## src/rtl/assert_macros.svh

```systemverilog
// Assertion macros used by the top level of the frame length checker.
// Depends on nothing; include by bare file name.
`ifndef ASSERT_MACROS_SVH
`define ASSERT_MACROS_SVH

// Condition implies consequence in the same cycle.
`define ASSERT_IMPL(label, clk, rst, ante, cons) \
   label: assert property (@(posedge clk) disable iff (rst) (ante) |-> (cons)) \
      else $error("assertion failed: same-cycle implication");

// Condition implies consequence in the next cycle.
`define ASSERT_NEXT(label, clk, rst, ante, cons) \
   label: assert property (@(posedge clk) disable iff (rst) (ante) |=> (cons)) \
      else $error("assertion failed: next-cycle implication");

`endif

```

## src/rtl/hcifl_pkg.sv

```systemverilog
// Package of the H4 frame length checker: sizes, codes and word types.
// Depends on nothing; every RTL module imports it.
package hcifl_pkg;

   localparam int MAX_FRAME_BYTES = 2048;
   // count saturates at MAX_FRAME_BYTES + 1
   localparam int CNT_W      = $clog2(MAX_FRAME_BYTES + 2);
   localparam int HDR_BYTES  = 5;
   localparam int HDR_IDX_W  = $clog2(HDR_BYTES);
   // widest declared length: 5 + 65535
   localparam int DECL_W     = 17;

   localparam logic [7:0]  PI_ACL   = 8'h02;
   localparam logic [7:0]  PI_SYNC  = 8'h03;
   localparam logic [7:0]  PI_EVENT = 8'h04;
   localparam logic [7:0]  PI_ISO   = 8'h05;

   localparam logic [15:0] ISO_LEN_MASK = 16'h3FFF;

   localparam logic [2:0]  HDR_ACL   = 3'd5;
   localparam logic [2:0]  HDR_SYNC  = 3'd4;
   localparam logic [2:0]  HDR_EVENT = 3'd3;
   localparam logic [2:0]  HDR_NONE  = 3'd0;

   typedef enum logic [2:0] {
      KIND_ACL     = 3'd0,
      KIND_SYNC    = 3'd1,
      KIND_EVENT   = 3'd2,
      KIND_ISO     = 3'd3,
      KIND_UNKNOWN = 3'd4
   } kind_type;

   typedef enum logic [2:0] {
      V_COMPLETE = 3'd0,
      V_TOO_LONG = 3'd1,
      V_UNKNOWN  = 3'd2,
      V_SHORT    = 3'd3,
      V_MISMATCH = 3'd4
   } verdict_type;

   typedef struct packed {
      logic [7:0] byte_value;
      logic       last_byte;
   } word_type;

   typedef struct packed {
      logic        complete;
      kind_type    packet_kind;
      verdict_type verdict;
   } result_type;

   // pipeline control from the input stage to the frame tracker and result register
   typedef struct packed {
      logic advance;
      logic load_result;
   } ctrl_type;

endpackage

```

## src/rtl/hci_h4_frame_length_checker_core.sv

```systemverilog
// Top level of the H4 frame length checker: input register, frame tracker,
// result register. Depends on hcifl_pkg, hcifl_in_reg, hcifl_frame_track,
// hcifl_out_reg and assert_macros.svh.

// Checks the length of controller-to-host H4 frames fed one byte per word on
// the req_ channel, with req_last_byte set on the final byte. The first byte
// is the packet indicator (0x02 ACL, 0x03 synchronous, 0x04 event, 0x05 ISO);
// the header bytes that follow give the declared length, which is compared
// with the byte count (saturating just past 2048 bytes) when the last byte
// arrives. Exactly one rsp_ word comes out per frame, carrying the verdict in
// priority order too long, unknown type, header short, length mismatch, else
// complete. The block takes one byte word per clock while req_stall is low: a
// byte waits in the input register, and the count, header update and verdict
// are worked out in the cycle it leaves it, so the frame state register closes
// a loop on itself. The verdict appears on rsp_ in the cycle after that. A
// waiting verdict stalls only the last byte of the next frame; earlier bytes
// keep flowing. No clearing pass follows reset: the block accepts bytes at once.
module hci_h4_frame_length_checker_core (
   input  logic       clock,
   input  logic       reset,
   input  logic       req_valid,
   output logic       req_stall,
   input  logic [7:0] req_byte_value,
   input  logic       req_last_byte,
   output logic       rsp_valid,
   input  logic       rsp_stall,
   output logic       rsp_complete,
   output logic [2:0] rsp_packet_kind,
   output logic [2:0] rsp_verdict
);
   import hcifl_pkg::*;

`include "assert_macros.svh"

   word_type   req_word;
   word_type   s1_word;
   ctrl_type   ctrl;
   result_type result;
   result_type rsp_result;
   logic       out_free;

   assign req_word.byte_value = req_byte_value;
   assign req_word.last_byte  = req_last_byte;

   // hold the incoming byte in the input register
   hcifl_in_reg u_in_reg (
      .clock     (clock),
      .reset     (reset),
      .req_valid (req_valid),
      .req_stall (req_stall),
      .req_word  (req_word),
      .out_free  (out_free),
      .s1_word   (s1_word),
      .ctrl      (ctrl)
   );

   // count the byte, capture the header, judge the frame on its last byte
   hcifl_frame_track u_frame_track (
      .clock   (clock),
      .reset   (reset),
      .s1_word (s1_word),
      .ctrl    (ctrl),
      .result  (result)
   );

   // hold the verdict until the receiver takes it
   hcifl_out_reg u_out_reg (
      .clock      (clock),
      .reset      (reset),
      .ctrl       (ctrl),
      .result     (result),
      .rsp_valid  (rsp_valid),
      .rsp_stall  (rsp_stall),
      .rsp_result (rsp_result),
      .out_free   (out_free)
   );

   assign rsp_complete    = rsp_result.complete;
   assign rsp_packet_kind = rsp_result.packet_kind;
   assign rsp_verdict     = rsp_result.verdict;

   // complete flag agrees with the verdict code
   `ASSERT_IMPL(a_complete_matches, clock, reset, rsp_valid,
                rsp_complete == (rsp_verdict == V_COMPLETE))
   // an unknown-type verdict always carries the unknown kind
   `ASSERT_IMPL(a_unknown_kind, clock, reset, rsp_valid && (rsp_verdict == V_UNKNOWN),
                rsp_packet_kind == KIND_UNKNOWN)
   // a last byte that leaves the input stage always shows up as a result
   `ASSERT_NEXT(a_result_loaded, clock, reset, ctrl.load_result, rsp_valid)

endmodule

```

## src/rtl/hcifl_in_reg.sv

```systemverilog
// Input register of the H4 frame length checker with its stall logic.
// Depends on hcifl_pkg.
module hcifl_in_reg (
   input  logic                clock,
   input  logic                reset,
   input  logic                req_valid,
   output logic                req_stall,
   input  hcifl_pkg::word_type req_word,
   input  logic                out_free,
   output hcifl_pkg::word_type s1_word,
   output hcifl_pkg::ctrl_type ctrl
);
   import hcifl_pkg::*;

   logic     s1_valid_ff, s1_valid_in;
   word_type s1_word_ff;
   logic     accept;

   // a word without the last mark never needs the result register
   assign ctrl.advance     = s1_valid_ff && (!s1_word_ff.last_byte || out_free);
   assign ctrl.load_result = ctrl.advance && s1_word_ff.last_byte;
   assign req_stall        = s1_valid_ff && !ctrl.advance;
   assign accept           = req_valid && !req_stall;

   always_comb begin
      s1_valid_in = s1_valid_ff;
      if (accept) begin
         s1_valid_in = 1'b1;
      end else if (ctrl.advance) begin
         s1_valid_in = 1'b0;
      end
   end

   always_ff @(posedge clock) begin
      if (reset) begin
         s1_valid_ff <= 1'b0;
      end else begin
         s1_valid_ff <= s1_valid_in;
      end
   end

   always_ff @(posedge clock) begin
      if (accept) begin
         s1_word_ff <= req_word;
      end
   end

   assign s1_word = s1_word_ff;

endmodule

```

## src/rtl/hcifl_frame_track.sv

```systemverilog
// Frame state (byte count, header bytes) and end-of-frame verdict logic.
// Depends on hcifl_pkg.
module hcifl_frame_track (
   input  logic                  clock,
   input  logic                  reset,
   input  hcifl_pkg::word_type   s1_word,
   input  hcifl_pkg::ctrl_type   ctrl,
   output hcifl_pkg::result_type result
);
   import hcifl_pkg::*;

   localparam logic [CNT_W-1:0] CNT_SAT = CNT_W'(MAX_FRAME_BYTES + 1);
   localparam logic [CNT_W-1:0] CNT_MAX = CNT_W'(MAX_FRAME_BYTES);
   localparam logic [CNT_W-1:0] CNT_HDR = CNT_W'(HDR_BYTES);

   logic [CNT_W-1:0]  count_ff, count_in, count_cur;
   logic [7:0]        hdr_ff [HDR_BYTES];
   logic [7:0]        hdr_in [HDR_BYTES];
   logic [7:0]        hdr_cur [HDR_BYTES];
   logic [15:0]       len16;
   logic [DECL_W-1:0] declared;
   logic [2:0]        need;
   kind_type          kind;
   verdict_type       verdict;

   // fold the current byte into the header and count it
   always_comb begin
      for (int i = 0; i < HDR_BYTES; i++) begin
         hdr_cur[i] = hdr_ff[i];
      end
      if (count_ff < CNT_HDR) begin
         hdr_cur[count_ff[HDR_IDX_W-1:0]] = s1_word.byte_value;
      end
      count_cur = (count_ff < CNT_SAT) ? count_ff + 1'b1 : count_ff;
   end

   always_comb begin
      len16 = {hdr_cur[4], hdr_cur[3]};
      case (hdr_cur[0])
         PI_ACL: begin
            kind     = KIND_ACL;
            need     = HDR_ACL;
            declared = DECL_W'(len16) + DECL_W'(HDR_ACL);
         end
         PI_SYNC: begin
            kind     = KIND_SYNC;
            need     = HDR_SYNC;
            declared = DECL_W'(hdr_cur[3]) + DECL_W'(HDR_SYNC);
         end
         PI_EVENT: begin
            kind     = KIND_EVENT;
            need     = HDR_EVENT;
            declared = DECL_W'(hdr_cur[2]) + DECL_W'(HDR_EVENT);
         end
         PI_ISO: begin
            kind     = KIND_ISO;
            need     = HDR_ACL;
            declared = DECL_W'(len16 & ISO_LEN_MASK) + DECL_W'(HDR_ACL);
         end
         default: begin
            kind     = KIND_UNKNOWN;
            need     = HDR_NONE;
            declared = '0;
         end
      endcase

      if (count_cur > CNT_MAX) begin
         verdict = V_TOO_LONG;
      end else if (kind == KIND_UNKNOWN) begin
         verdict = V_UNKNOWN;
      end else if (count_cur < CNT_W'(need)) begin
         verdict = V_SHORT;
      end else if (DECL_W'(count_cur) != declared) begin
         verdict = V_MISMATCH;
      end else begin
         verdict = V_COMPLETE;
      end

      result.complete    = (verdict == V_COMPLETE);
      result.packet_kind = kind;
      result.verdict     = verdict;
   end

   // advance the frame state; drop it at the end of a frame
   always_comb begin
      count_in = count_ff;
      for (int i = 0; i < HDR_BYTES; i++) begin
         hdr_in[i] = hdr_ff[i];
      end
      if (ctrl.advance) begin
         if (s1_word.last_byte) begin
            count_in = '0;
            for (int i = 0; i < HDR_BYTES; i++) begin
               hdr_in[i] = '0;
            end
         end else begin
            count_in = count_cur;
            for (int i = 0; i < HDR_BYTES; i++) begin
               hdr_in[i] = hdr_cur[i];
            end
         end
      end
   end

   always_ff @(posedge clock) begin
      if (reset) begin
         count_ff <= '0;
         for (int i = 0; i < HDR_BYTES; i++) begin
            hdr_ff[i] <= '0;
         end
      end else begin
         count_ff <= count_in;
         for (int i = 0; i < HDR_BYTES; i++) begin
            hdr_ff[i] <= hdr_in[i];
         end
      end
   end

endmodule

```

## src/rtl/hcifl_out_reg.sv

```systemverilog
// Result register of the H4 frame length checker.
// Depends on hcifl_pkg.
module hcifl_out_reg (
   input  logic                  clock,
   input  logic                  reset,
   input  hcifl_pkg::ctrl_type   ctrl,
   input  hcifl_pkg::result_type result,
   output logic                  rsp_valid,
   input  logic                  rsp_stall,
   output hcifl_pkg::result_type rsp_result,
   output logic                  out_free
);
   import hcifl_pkg::*;

   logic       rsp_valid_ff, rsp_valid_in;
   result_type rsp_result_ff;

   assign out_free = !rsp_valid_ff || !rsp_stall;

   always_comb begin
      rsp_valid_in = rsp_valid_ff;
      if (ctrl.load_result) begin
         rsp_valid_in = 1'b1;
      end else if (!rsp_stall) begin
         rsp_valid_in = 1'b0;
      end
   end

   always_ff @(posedge clock) begin
      if (reset) begin
         rsp_valid_ff <= 1'b0;
      end else begin
         rsp_valid_ff <= rsp_valid_in;
      end
   end

   always_ff @(posedge clock) begin
      if (ctrl.load_result) begin
         rsp_result_ff <= result;
      end
   end

   assign rsp_valid  = rsp_valid_ff;
   assign rsp_result = rsp_result_ff;

endmodule
```

## config.mk

```make
export PLATFORM = sky130hd
export DESIGN_NAME = hci_h4_frame_length_checker_core
export DESIGN_NICKNAME = d
export VERILOG_FILES = /design/src/rtl/hcifl_pkg.sv /design/src/rtl/hci_h4_frame_length_checker_core.sv /design/src/rtl/hcifl_in_reg.sv /design/src/rtl/hcifl_frame_track.sv /design/src/rtl/hcifl_out_reg.sv
export VERILOG_INCLUDE_DIRS = /design/src /design/src/rtl
export SDC_FILE = /design/constraint.sdc
export NUM_CORES = 1
export LEC_CHECK = 0
export BUFFER_PORTS_ARGS = -buffer_cell sky130_fd_sc_hd__buf_2
export CAP_MARGIN = 10
export CELL_PAD_IN_SITES_DETAIL_PLACEMENT = 1
export CELL_PAD_IN_SITES_GLOBAL_PLACEMENT = 2
export CORE_ASPECT_RATIO = 1.2
export CORE_MARGIN = 5
export CORE_UTILIZATION = 38
export DETAILED_ROUTE_END_ITERATION = 10
export MAX_ROUTING_LAYER = met4
export PLACE_DENSITY = 0.88
export SLEW_MARGIN = 0
export SYNTH_ARGS = -nofsm -noshare
export SYNTH_HDL_FRONTEND = slang
export SYNTH_SLANG_ARGS = --single-unit
```

## constraint.sdc

```tcl
create_clock -name clock -period 4.82 [get_ports clock]
set_clock_uncertainty 0.15 [all_clocks]
set_input_delay 0.723 -clock clock [delete_from_list [all_inputs] [get_ports clock]]
set_output_delay 0.723 -clock clock [all_outputs]
set_load 0.01 [all_outputs]
```

After elaboration in Yosys (flattened, before gate mapping)
Memories as Yosys holds them, arrays and structs flattened.
Index checks and enable logic that the tools add are counted.
{"block": "totals", "ff_bits": 30, "latchBits": 0, "mem_bits_rw": 40, "romBits": 0, "word_cells": 75, "mem_count": 1}
{"name": "u_frame_track.hdr_ff", "depth": 5, "word_bits": 8, "read_ports": 5, "rd_ports_with_merged_regs": 0, "wr": 5, "line_no": "hcifl_frame_track.sv:17", "source": "logic [7:0] hdr_ff [HDR_BYTES];"}
{"block": "classes", "addsub": 5, "mul": 0, "div": 0, "n_lt_le_gt_ge": 6, "eq_ne": 7, "shift": 0, "mux": 27, "bitwise_logic": 6, "reduce_logical": 15}
{"operator": "$mux W40", "n": 3}
{"operator": "$pmux W17 S4", "n": 1}
{"operator": "$mux W8", "n": 6}
{"operator": "$bwmux W40", "n": 1}
{"operator": "$demux W8 S3", "n": 1}
{"operator": "$mux W12", "n": 2}
{"operator": "$add A16 B3 Y17 const B", "n": 1}
{"operator": "$ne A12 B17 Y1", "n": 1}
{"operator": "$eq A8 B2 Y1 const B", "n": 2}
{"operator": "$eq A8 B3 Y1 const B", "n": 2}
{"operator": "$add A14 B3 Y15 const B", "n": 1}
{"operator": "$add A12 B1 Y12 const B", "n": 1}
{"operator": "$gt A12 B12 Y1 const B", "n": 1}
{"operator": "$lt A12 B12 Y1 const B", "n": 1}
{"operator": "$lt A12 B3 Y1", "n": 1}
{"operator": "$lt A12 B3 Y1 const B", "n": 1}
{"operator": "$mux W3", "n": 4}
{"operator": "$pmux W3 S4", "n": 1}
{"operator": "$add A8 B2 Y9 const B", "n": 1}
{"operator": "$add A8 B3 Y9 const B", "n": 1}
{"operator": "$pmux W3 S3", "n": 1}
{"operator": "$mux W1", "n": 7}
{"operator": "$logic_and A1 B1 Y1", "n": 5}
{"operator": "$logic_not A1 Y1", "n": 5}
{"operator": "10 further kinds", "n": 15}

Longest topological paths before layout
Gate-level depths: netlist of the first run.
{"block": "depth", "ltp_word": 15, "depth_mapped": 16, "mapped_depth_nobuf": 14}

By module
A second synthesis of the first run with hierarchy kept.
{"block": "hier_totals", "hier_cells": 562, "hier_area_um2": 4685.7}
{"module": "hcifl_frame_track", "n_inst": 1, "cells_per_inst": 533, "area_each_um2": 4103.9, "seq_area_each_um2": 880.8}
{"module": "hcifl_in_reg", "n_inst": 1, "cells_per_inst": 18, "area_each_um2": 339.1, "seq_area_each_um2": 290.3}
{"module": "hcifl_out_reg", "n_inst": 1, "cells_per_inst": 11, "area_each_um2": 242.7, "seq_area_each_um2": 230.2}

Worst setup path after synthesis of the first run
OpenSTA, ideal clock, no wires.
{"block": "synth_timing", "path_kind": "register to register", "start": "reg u_frame_track.count_ff[5]", "end": "reg u_out_reg.rsp_result_ff (netlist bit u_out_reg.rsp_result[2]) (data pin)", "setup_time_ps": 269, "t_arrival_ps": 3745, "required_time_ps": 4401, "path_slack_ps": 655, "path_stages_with_launch": 16, "path_buffers": 2, "period_less_slack_ps": 4165, "cell_sequence": "dfxtp_1 -> buf_6 -> or4_4 -> nor4_1 -> buf_4 -> mux2i_1 -> ha_1 -> a22oi_1 -> or3_1 -> nand3_1 -> a31oi_1 -> mux2_4 -> a211oi_2 -> nand4_1 -> nor4_2 -> a31oi_1"}
{"item": "from (decl)", "line_no": "hcifl_frame_track.sv:16", "source": "logic [CNT_W-1:0] count_ff, count_in, count_cur;"}
{"item": "from (signal assigned)", "line_no": "hcifl_frame_track.sv:112", "source": "count_ff <= count_in;"}
{"item": "to (signal assigned)", "line_no": "hcifl_out_reg.sv:39", "source": "rsp_result_ff <= result;"}
{"item": "to (decl)", "line_no": "hcifl_out_reg.sv:16", "source": "result_type rsp_result_ff;"}

==> impl_metrics.env, run 1 <==
export IMPL_transition_time_of_the_tightest_slew_check_pin_ps=850
export IMPL_fin_crit_sh_pct=94.4
export IMPL_setup_violations_final=0
export IMPL_critPathMaxFanout=11
export IMPL_path_class="flop to flop"
export IMPL_insertedDiodeCount=0
export IMPL_maxUsedRoutingLayer="met4"
export IMPL_fp_dieArea_sq_um=14400
export IMPL_wp_data_arrival_ps=4480
export IMPL_initial_core_util_pct=38.4
export IMPL_yosys_register_bits=62
export IMPL_number_of_max_cap_violations=0
export IMPL_num_nets_final=590
export IMPL_power_switching_mw=0.331
export IMPL_floorplan_die_height_microns=131
export IMPL_cell_type_with_the_highest_aggregate_area_in_the_netlist="sky130_fd_sc_hd__dfxtp_1"
export IMPL_wirelength_met1_microns=6720
export IMPL_power_leakage_nw=1.80
export IMPL_hp_class="flop to flop"
export IMPL_fin_tns_setup_ps=0
export IMPL_synthesis_instances=567
export IMPL_share_of_yosys_cell_area_claimed_by_the_top_area_cell_type_pct=20.0
export IMPL_synth_yosys_warnings=0
export IMPL_final_layout_size_suffix_gt1_share_pct=13.4
export IMPL_yosysMostFrequentCell="sky130_fd_sc_hd__nor2_1"
export IMPL_cp_data_required_time_ps=4750
export IMPL_tritoncts="yes"
export IMPL_ios=22
export IMPL_count_of_cells_along_the_worst_hold_path=2
export IMPL_cts_buffers_inserted=9
export IMPL_combinational_cell_fraction_of_total_power_pct=7.8
export IMPL_drt_wirelength_per_cell_microns=21.3
export IMPL_hold_ws_ps=365
export IMPL_dr_total_vias=4451
export IMPL_die_w_microns=111
export IMPL_routed_via_density=6.06
export IMPL_syn_area_sq_um=4610
export IMPL_port_buffers=21
export IMPL_synth_cell_types=65
export IMPL_grt_start_max_net_pins=47
export IMPL_1st_iter_drt_viols=321
export IMPL_max_clock_path_buffers=2
export IMPL_max_vdd_ir_drop_v=0.000133
export IMPL_seqPwrFrac_pct=44.8
export IMPL_max_freq_mhz=220
export IMPL_ys_flop_type="sky130_fd_sc_hd__dfxtp_1"
export IMPL_final_report_max_slew_violation_count=0
export IMPL_power_density_nw_per_um2=246
export IMPL_layout_overhead_on_the_synthesized_area_pct=10.5
export IMPL_synthesis_area_per_instance_sq_um=8.13
export IMPL_synthArstFlopShare_pct=0
export IMPL_pwr_share_clk_pct=47.4
export IMPL_grt_usage_pct=22.6
export IMPL_drt_pre_antenna_iters=5
export IMPL_synth_edff_count=16
export IMPL_synth_commonest_cells="sky130_fd_sc_hd__nor2_1, sky130_fd_sc_hd__dfxtp_1, sky130_fd_sc_hd__a22oi_1, sky130_fd_sc_hd__nand2_1"
export IMPL_fin_crit_ps=4550
export IMPL_cp_end_kind="flop"
export IMPL_grt_first_pass_wirelength_microns=25000
export IMPL_timing_critical_path_from_type="flop"
export IMPL_synthTopCellsByArea="sky130_fd_sc_hd__dfxtp_1, sky130_fd_sc_hd__edfxtp_1, sky130_fd_sc_hd__a22oi_1"
export IMPL_grt_pass1_vias=4502
export IMPL_hpwlAfterDp_microns=11600
export IMPL_worst_skew_pair_latency_ps=340
export IMPL_wl_met3_microns=536
export IMPL_clock_sinks=62
export IMPL_synth_seq_area_share_pct=30.4
export IMPL_remaining_drc_errors=0
export IMPL_clk_root_buffer_cell="sky130_fd_sc_hd__clkbuf_16"
export IMPL_r2r_cells=14
export IMPL_gp_congestion=0.908
export IMPL_placement_rows=44
export IMPL_cell_internal_pwr_mw=0.921
export IMPL_placeableCoreArea_sq_um=12000
export IMPL_grt_ovfl_total=0
export IMPL_power_share_switching_pct=26.4
export IMPL_worst_slew_margin_pct=43.1
export IMPL_timing_final_hold_violations=0
export IMPL_syn_nets=588
export IMPL_antenna_violating_nets_post_route=0
export IMPL_htree_levels=3
export IMPL_setup_repair_after_global_routing_missed_its_margin="no"
export IMPL_outcome="completed"
export IMPL_antenna_found_initial=0
export IMPL_clk_pin_slew_ps=60
export IMPL_detail_route_wirelength_microns=15700
export IMPL_wl_met2_microns=7820
## layout by cell type, fill, tap and decap left out, types with 3 or more instances in the layout
master / n
sky130_fd_sc_hd__nand2_1: 36
sky130_fd_sc_hd__nand4_1: 15
sky130_fd_sc_hd__and2_1: 3
sky130_fd_sc_hd__xnor2_1: 25
sky130_fd_sc_hd__nor2b_1: 7
sky130_fd_sc_hd__nor2_1: 73
sky130_fd_sc_hd__xor2_1: 21
sky130_fd_sc_hd__nor3_1: 17
sky130_fd_sc_hd__mux2i_1: 21
sky130_fd_sc_hd__or4_1: 5
sky130_fd_sc_hd__a31oi_1: 5
sky130_fd_sc_hd__clkinv_2: 3
sky130_fd_sc_hd__clkbuf_16: 9
sky130_fd_sc_hd__or3_1: 8
sky130_fd_sc_hd__a211oi_1: 6
sky130_fd_sc_hd__inv_1: 15
sky130_fd_sc_hd__dfxtp_1: 46
sky130_fd_sc_hd__buf_2: 21
sky130_fd_sc_hd__a21oi_1: 18
sky130_fd_sc_hd__ha_1: 8
sky130_fd_sc_hd__buf_4: 11
sky130_fd_sc_hd__and3_1: 9
sky130_fd_sc_hd__o211ai_1: 8
sky130_fd_sc_hd__or4_4: 3
sky130_fd_sc_hd__o21ai_0: 27
sky130_fd_sc_hd__nor4b_1: 4
sky130_fd_sc_hd__nor4_2: 4
sky130_fd_sc_hd__nand3b_1: 4
sky130_fd_sc_hd__nand3_1: 22
sky130_fd_sc_hd__mux2_2: 10
sky130_fd_sc_hd__nor4_1: 5
sky130_fd_sc_hd__o21ai_1: 3
sky130_fd_sc_hd__a22oi_1: 41
sky130_fd_sc_hd__edfxtp_1: 16
## what timing repair did
item                                   CTS  global route
hold buffers                             0             0
endpoints found under the hold margin    0             0
setup endpoints to repair                0             2
buffers inserted                         0             0
resized for setup                        0             1
## cells by family after synthesis
group	synth area share [%]
XOR/XNOR	8.74
multiplexers	7.32
AO/OA/AOI/OAI	19.9
flip-flops	30.4
buffers and inverters	5.18
adder cells (fa/ha/maj)	2.17
AND/OR/NAND/NOR	26.3
## power groups by stage
stage | registers, mW | clock network, mW | logic (mW)
2_1_floorplan | 0.560 | 0 | 0.0685
3_3_place_gp | 0.571 | 0 | 0.0938
3_5_place_dp | 0.571 | 0 | 0.0976
4_1_cts | 0.560 | 0.607 | 0.0984
5_1_grt | 0.561 | 0.629 | 0.107
6_report | 0.561 | 0.593 | 0.0979
## sequential cells by signal, indices dropped and copies added (netlist names)
name                    cells
u_frame_track.hdr_ff       32
u_frame_track.count_ff     12
u_in_reg.s1_word            9
u_out_reg.rsp_result        7
u_in_reg.s1_valid_ff        1
u_out_reg.rsp_valid         1
## worst paths after layout
path | start | endpoint | slack, ps
setup reg to reg | u_frame_track.count_ff[5]$_SDFFE_PP0P_ | u_out_reg.rsp_result[2]$_DFFE_PP_ | 270
hold / removal | u_frame_track.hdr_ff[0][5]$_SDFFE_PP0P_ | u_frame_track.hdr_ff[0][5]$_SDFFE_PP0P_ | 360
hold reg to reg | u_frame_track.hdr_ff[0][5]$_SDFFE_PP0P_ | u_frame_track.hdr_ff[0][5]$_SDFFE_PP0P_ | 360
setup / recovery | u_frame_track.count_ff[5]$_SDFFE_PP0P_ | u_out_reg.rsp_result[2]$_DFFE_PP_ | 270
## worst max-delay path, cell delays in order, from the launching register on
cell and delay [ps]:
sky130_fd_sc_hd__dfxtp_1 400, sky130_fd_sc_hd__or4_4 630, sky130_fd_sc_hd__nor4_2 280, sky130_fd_sc_hd__buf_4 260
sky130_fd_sc_hd__mux2_2 400, sky130_fd_sc_hd__ha_1 300, sky130_fd_sc_hd__a22oi_1 370, sky130_fd_sc_hd__o21ai_0 150
sky130_fd_sc_hd__nand3_1 120, sky130_fd_sc_hd__a31oi_1 90, sky130_fd_sc_hd__mux2_4 280, sky130_fd_sc_hd__a211oi_2 270
sky130_fd_sc_hd__nand4_1 150, sky130_fd_sc_hd__nor4_2 300, sky130_fd_sc_hd__a31oi_1 110
## per-stage QoR
step / instance area (sq um) / std cells / setup slack (ps) / util (%) / total power, mW
floorplan: 4610 / 567 / 655 / - / 0.628
global placement: 4820 / 719 / 476 / 40.2 / 0.664
detailed placement: 4820 / 719 / 341 / 40.2 / 0.669
finish: 5100 / 735 / 271 / 42.5 / 1.25
global route: 5100 / 735 / 31.1 / 42.5 / 1.30
CTS: 5090 / 735 / 250 / 42.4 / 1.26
## area by class of cell
| class | count | area, sq um |
|---|---|---|
| repair buffers | 32 | 188 |
| multi-input cells | 449 | 2980 |
| clock buffers | 10 | 229 |
| flip-flops and latches | 62 | 1400 |
| fillers | 1518 | 6900 |
| clock inverters | 6 | 38.8 |
| inverters | 15 | 56.3 |
| well taps | 161 | 201 |
## routing by layer
layer	track usage (%)	up-vias
met1	26.5	2216
met2	38.7	93
met3	3.45	46
met5	-	-
met4	9.93	0
li1	-	2096
Power figures use the tool's default switching activity.
==> inputs of run 2 (changes only) <==
--- a/config.mk
+++ b/config.mk
@@ -16,6 +16,7 @@
 export DETAILED_ROUTE_END_ITERATION = 10
 export MAX_ROUTING_LAYER = met4
 export PLACE_DENSITY = 0.88
+export RECOVER_POWER = 100
 export SLEW_MARGIN = 0
 export SYNTH_ARGS = -nofsm -noshare
 export SYNTH_HDL_FRONTEND = slang
==> run 2 against run 1 <==
  * Highest routed layer unchanged
  * Die area unchanged
  * Wire length up 0.40%
  * Sequential power about the same
  * Clock power about the same
  * Critical path depth did not move
  * Global-route usage is the same
  * The flow now finishes with violations (capacitance limit, slew limit)
  * Combinational power shrank 1%
  * Sequential cell count did not move
  * Hold slack improved by 1.5 ps
  * Sequential share of layout area rose by 0.13 points
  * Register-to-register slack about the same
==> impl_metrics.env, run 2 (same netlist as run 1, synthesis figures left out) <==
export IMPL_placement_rows=44
export IMPL_hpwlAfterDp_microns=11600
export IMPL_fin_tns_setup_ps=0
export IMPL_clk_root_buffer_cell="sky130_fd_sc_hd__clkbuf_16"
export IMPL_fin_crit_sh_pct=94.7
export IMPL_tritoncts="yes"
export IMPL_grt_start_max_net_pins=47
export IMPL_setup_violations_final=0
export IMPL_1st_iter_drt_viols=394
export IMPL_insertedDiodeCount=0
export IMPL_hold_ws_ps=366
export IMPL_dr_total_vias=4437
export IMPL_initial_core_util_pct=38.4
export IMPL_die_w_microns=111
export IMPL_max_clock_path_buffers=2
export IMPL_layout_overhead_on_the_synthesized_area_pct=10.0
export IMPL_layout_common_cells="sky130_fd_sc_hd__nor2_1, sky130_fd_sc_hd__dfxtp_1, sky130_fd_sc_hd__a22oi_1"
export IMPL_hp_class="flop to flop"
export IMPL_drt_pre_antenna_iters=4
export IMPL_finalWorstSetupSlack_ps=256
export IMPL_max_vdd_ir_drop_v=0.000133
export IMPL_ios=22
export IMPL_port_buffers=21
export IMPL_placeableCoreArea_sq_um=12000
export IMPL_regToRegEndpoint="u_out_reg.rsp_result[2]$_DFFE_PP_"
export IMPL_path_class="flop to flop"
export IMPL_timing_final_hold_violations=0
export IMPL_preCtsSetupSlack_ps=341
export IMPL_number_of_max_cap_violations=1
export IMPL_cp_end_kind="flop"
export IMPL_cts_buffers_inserted=9
export IMPL_postCtsSetupRepairBufs=0
export IMPL_drt_wirelength_per_cell_microns=21.4
export IMPL_grt_first_pass_wirelength_microns=25000
export IMPL_critPathMaxFanout=11
export IMPL_count_of_cells_along_the_worst_hold_path=2
export IMPL_grt_ovfl_total=0
export IMPL_gp_congestion=0.908
export IMPL_routed_via_density=6.04
export IMPL_crit_reg2reg_launch="u_frame_track.count_ff[5]$_SDFFE_PP0P_"
export IMPL_fp_dieArea_sq_um=14400
export IMPL_max_ffs_per_register=32
export IMPL_worst_skew_pair_latency_ps=340
export IMPL_hold_start="u_frame_track.hdr_ff[0][5]$_SDFFE_PP0P_"
export IMPL_antenna_violating_nets_post_route=0
export IMPL_final_report_max_slew_violation_count=47
export IMPL_outcome="finished with violations"
export IMPL_setup_reg_to_reg_worst_slack_ps=260
export IMPL_r2r_cells=14
export IMPL_remaining_drc_errors=0
export IMPL_timing_hold_worst_endpoint="u_frame_track.hdr_ff[0][5]$_SDFFE_PP0P_"
export IMPL_num_nets_final=590
export IMPL_detail_route_wirelength_microns=15700
export IMPL_htree_levels=3
export IMPL_grt_usage_pct=22.6
export IMPL_grt_pass1_vias=4502
export IMPL_power_density_nw_per_um2=247
export IMPL_power_leakage_nw=1.76
export IMPL_floorplan_die_height_microns=131
export IMPL_worst_slew_margin_pct=-46.2
export IMPL_fin_crit_ps=4560
export IMPL_clk_pin_slew_ps=60
export IMPL_antenna_found_initial=0
export IMPL_most_common_library_cell_in_the_layout_ignoring_fill_and_taps="sky130_fd_sc_hd__nor2_1"
export IMPL_setup_repair_after_global_routing_missed_its_margin="no"
export IMPL_wp_data_arrival_ps=4490
export IMPL_max_flop_register="u_frame_track.hdr_ff"
export IMPL_violations_in_the_final_reports="capacitance limit, slew limit"
export IMPL_timing_critical_path_from_type="flop"
export IMPL_max_freq_mhz=219
export IMPL_transition_time_of_the_tightest_slew_check_pin_ps=2190
export IMPL_final_layout_size_suffix_gt1_share_pct=11.0
export IMPL_cp_data_required_time_ps=4750
export IMPL_clock_sinks=62
-- run 2: worst max-delay path by stage --
stage	cells after the start	slack [ps]	endpoint	from
2_1_floorplan	15	660	u_out_reg.rsp_result[2]$_DFFE_PP_	u_frame_track.count_ff[5]$_SDFFE_PP0P_
3_3_place_gp	14	480	u_out_reg.rsp_result[2]$_DFFE_PP_	u_frame_track.count_ff[5]$_SDFFE_PP0P_
3_5_place_dp	14	340	u_out_reg.rsp_result[2]$_DFFE_PP_	u_frame_track.count_ff[5]$_SDFFE_PP0P_
4_1_cts	14	250	u_out_reg.rsp_result[2]$_DFFE_PP_	u_frame_track.count_ff[5]$_SDFFE_PP0P_
5_1_grt	14	30	u_out_reg.rsp_result[2]$_DFFE_PP_	u_frame_track.count_ff[5]$_SDFFE_PP0P_
6_report	14	260	u_out_reg.rsp_result[2]$_DFFE_PP_	u_frame_track.count_ff[5]$_SDFFE_PP0P_
-- run 2: timing repair --
item / in CTS / in global routing
gates resized for setup: 0 / 1
hold buffers: 0 / 0
setup endpoints to repair: 0 / 2
-- run 2: metal layers --
layer,vias to the layer above,routed length [microns],GRT usage (%)
li1,2097,-,-
met1,2214,6640,26.5
met2,85,7850,38.7
met3,41,673,3.45
met4,0,573,9.93
met5,-,0,-
-- run 2: final cells by class --
cell class | count | area (sq um)
Clock inverter | 6 | 38.8
Clock buffer | 10 | 229
Timing Repair Buffer | 32 | 164
Sequential cell | 62 | 1400
Tap cell | 161 | 201
Multi-Input combinational cell | 449 | 2980
Inverter | 15 | 56.3
Fill cell | 1522 | 6930
-- run 2: worst max-delay path, stage by stage, from the launching register on --
cell and delay (ps):
sky130_fd_sc_hd__dfxtp_1 400, sky130_fd_sc_hd__or4_4 630, sky130_fd_sc_hd__nor4_2 290, sky130_fd_sc_hd__buf_4 250, sky130_fd_sc_hd__mux2_2 390, sky130_fd_sc_hd__ha_1 300
sky130_fd_sc_hd__a22oi_1 390, sky130_fd_sc_hd__o21ai_0 160, sky130_fd_sc_hd__nand3_1 120, sky130_fd_sc_hd__a31oi_1 90, sky130_fd_sc_hd__mux2_4 280, sky130_fd_sc_hd__a211oi_2 280
sky130_fd_sc_hd__nand4_1 150, sky130_fd_sc_hd__nor4_2 300, sky130_fd_sc_hd__a31oi_1 110
-- run 2: power breakdown --
| group | switching (mW) | internal [mW] |
|---|---|---|
| Clock | 0.249 | 0.346 |
| Sequential | 0.0173 | 0.543 |
| Combinational | 0.0664 | 0.0302 |
| Total | 0.332 | 0.919 |
-- run 2: metrics by stage --
| stage | cells | utilization (%) | total power, mW | instance area (sq um) |
|---|---|---|---|---|
| 2_1_floorplan | 567 | - | 0.628 | 4610 |
| 3_5_place_dp | 719 | 40.2 | 0.669 | 4820 |
| 3_3_place_gp | 719 | 40.2 | 0.664 | 4820 |
| 4_1_cts | 735 | 42.4 | 1.26 | 5090 |
| 5_1_grt | 735 | 42.3 | 1.30 | 5070 |
| 6_report | 735 | 42.3 | 1.25 | 5070 |
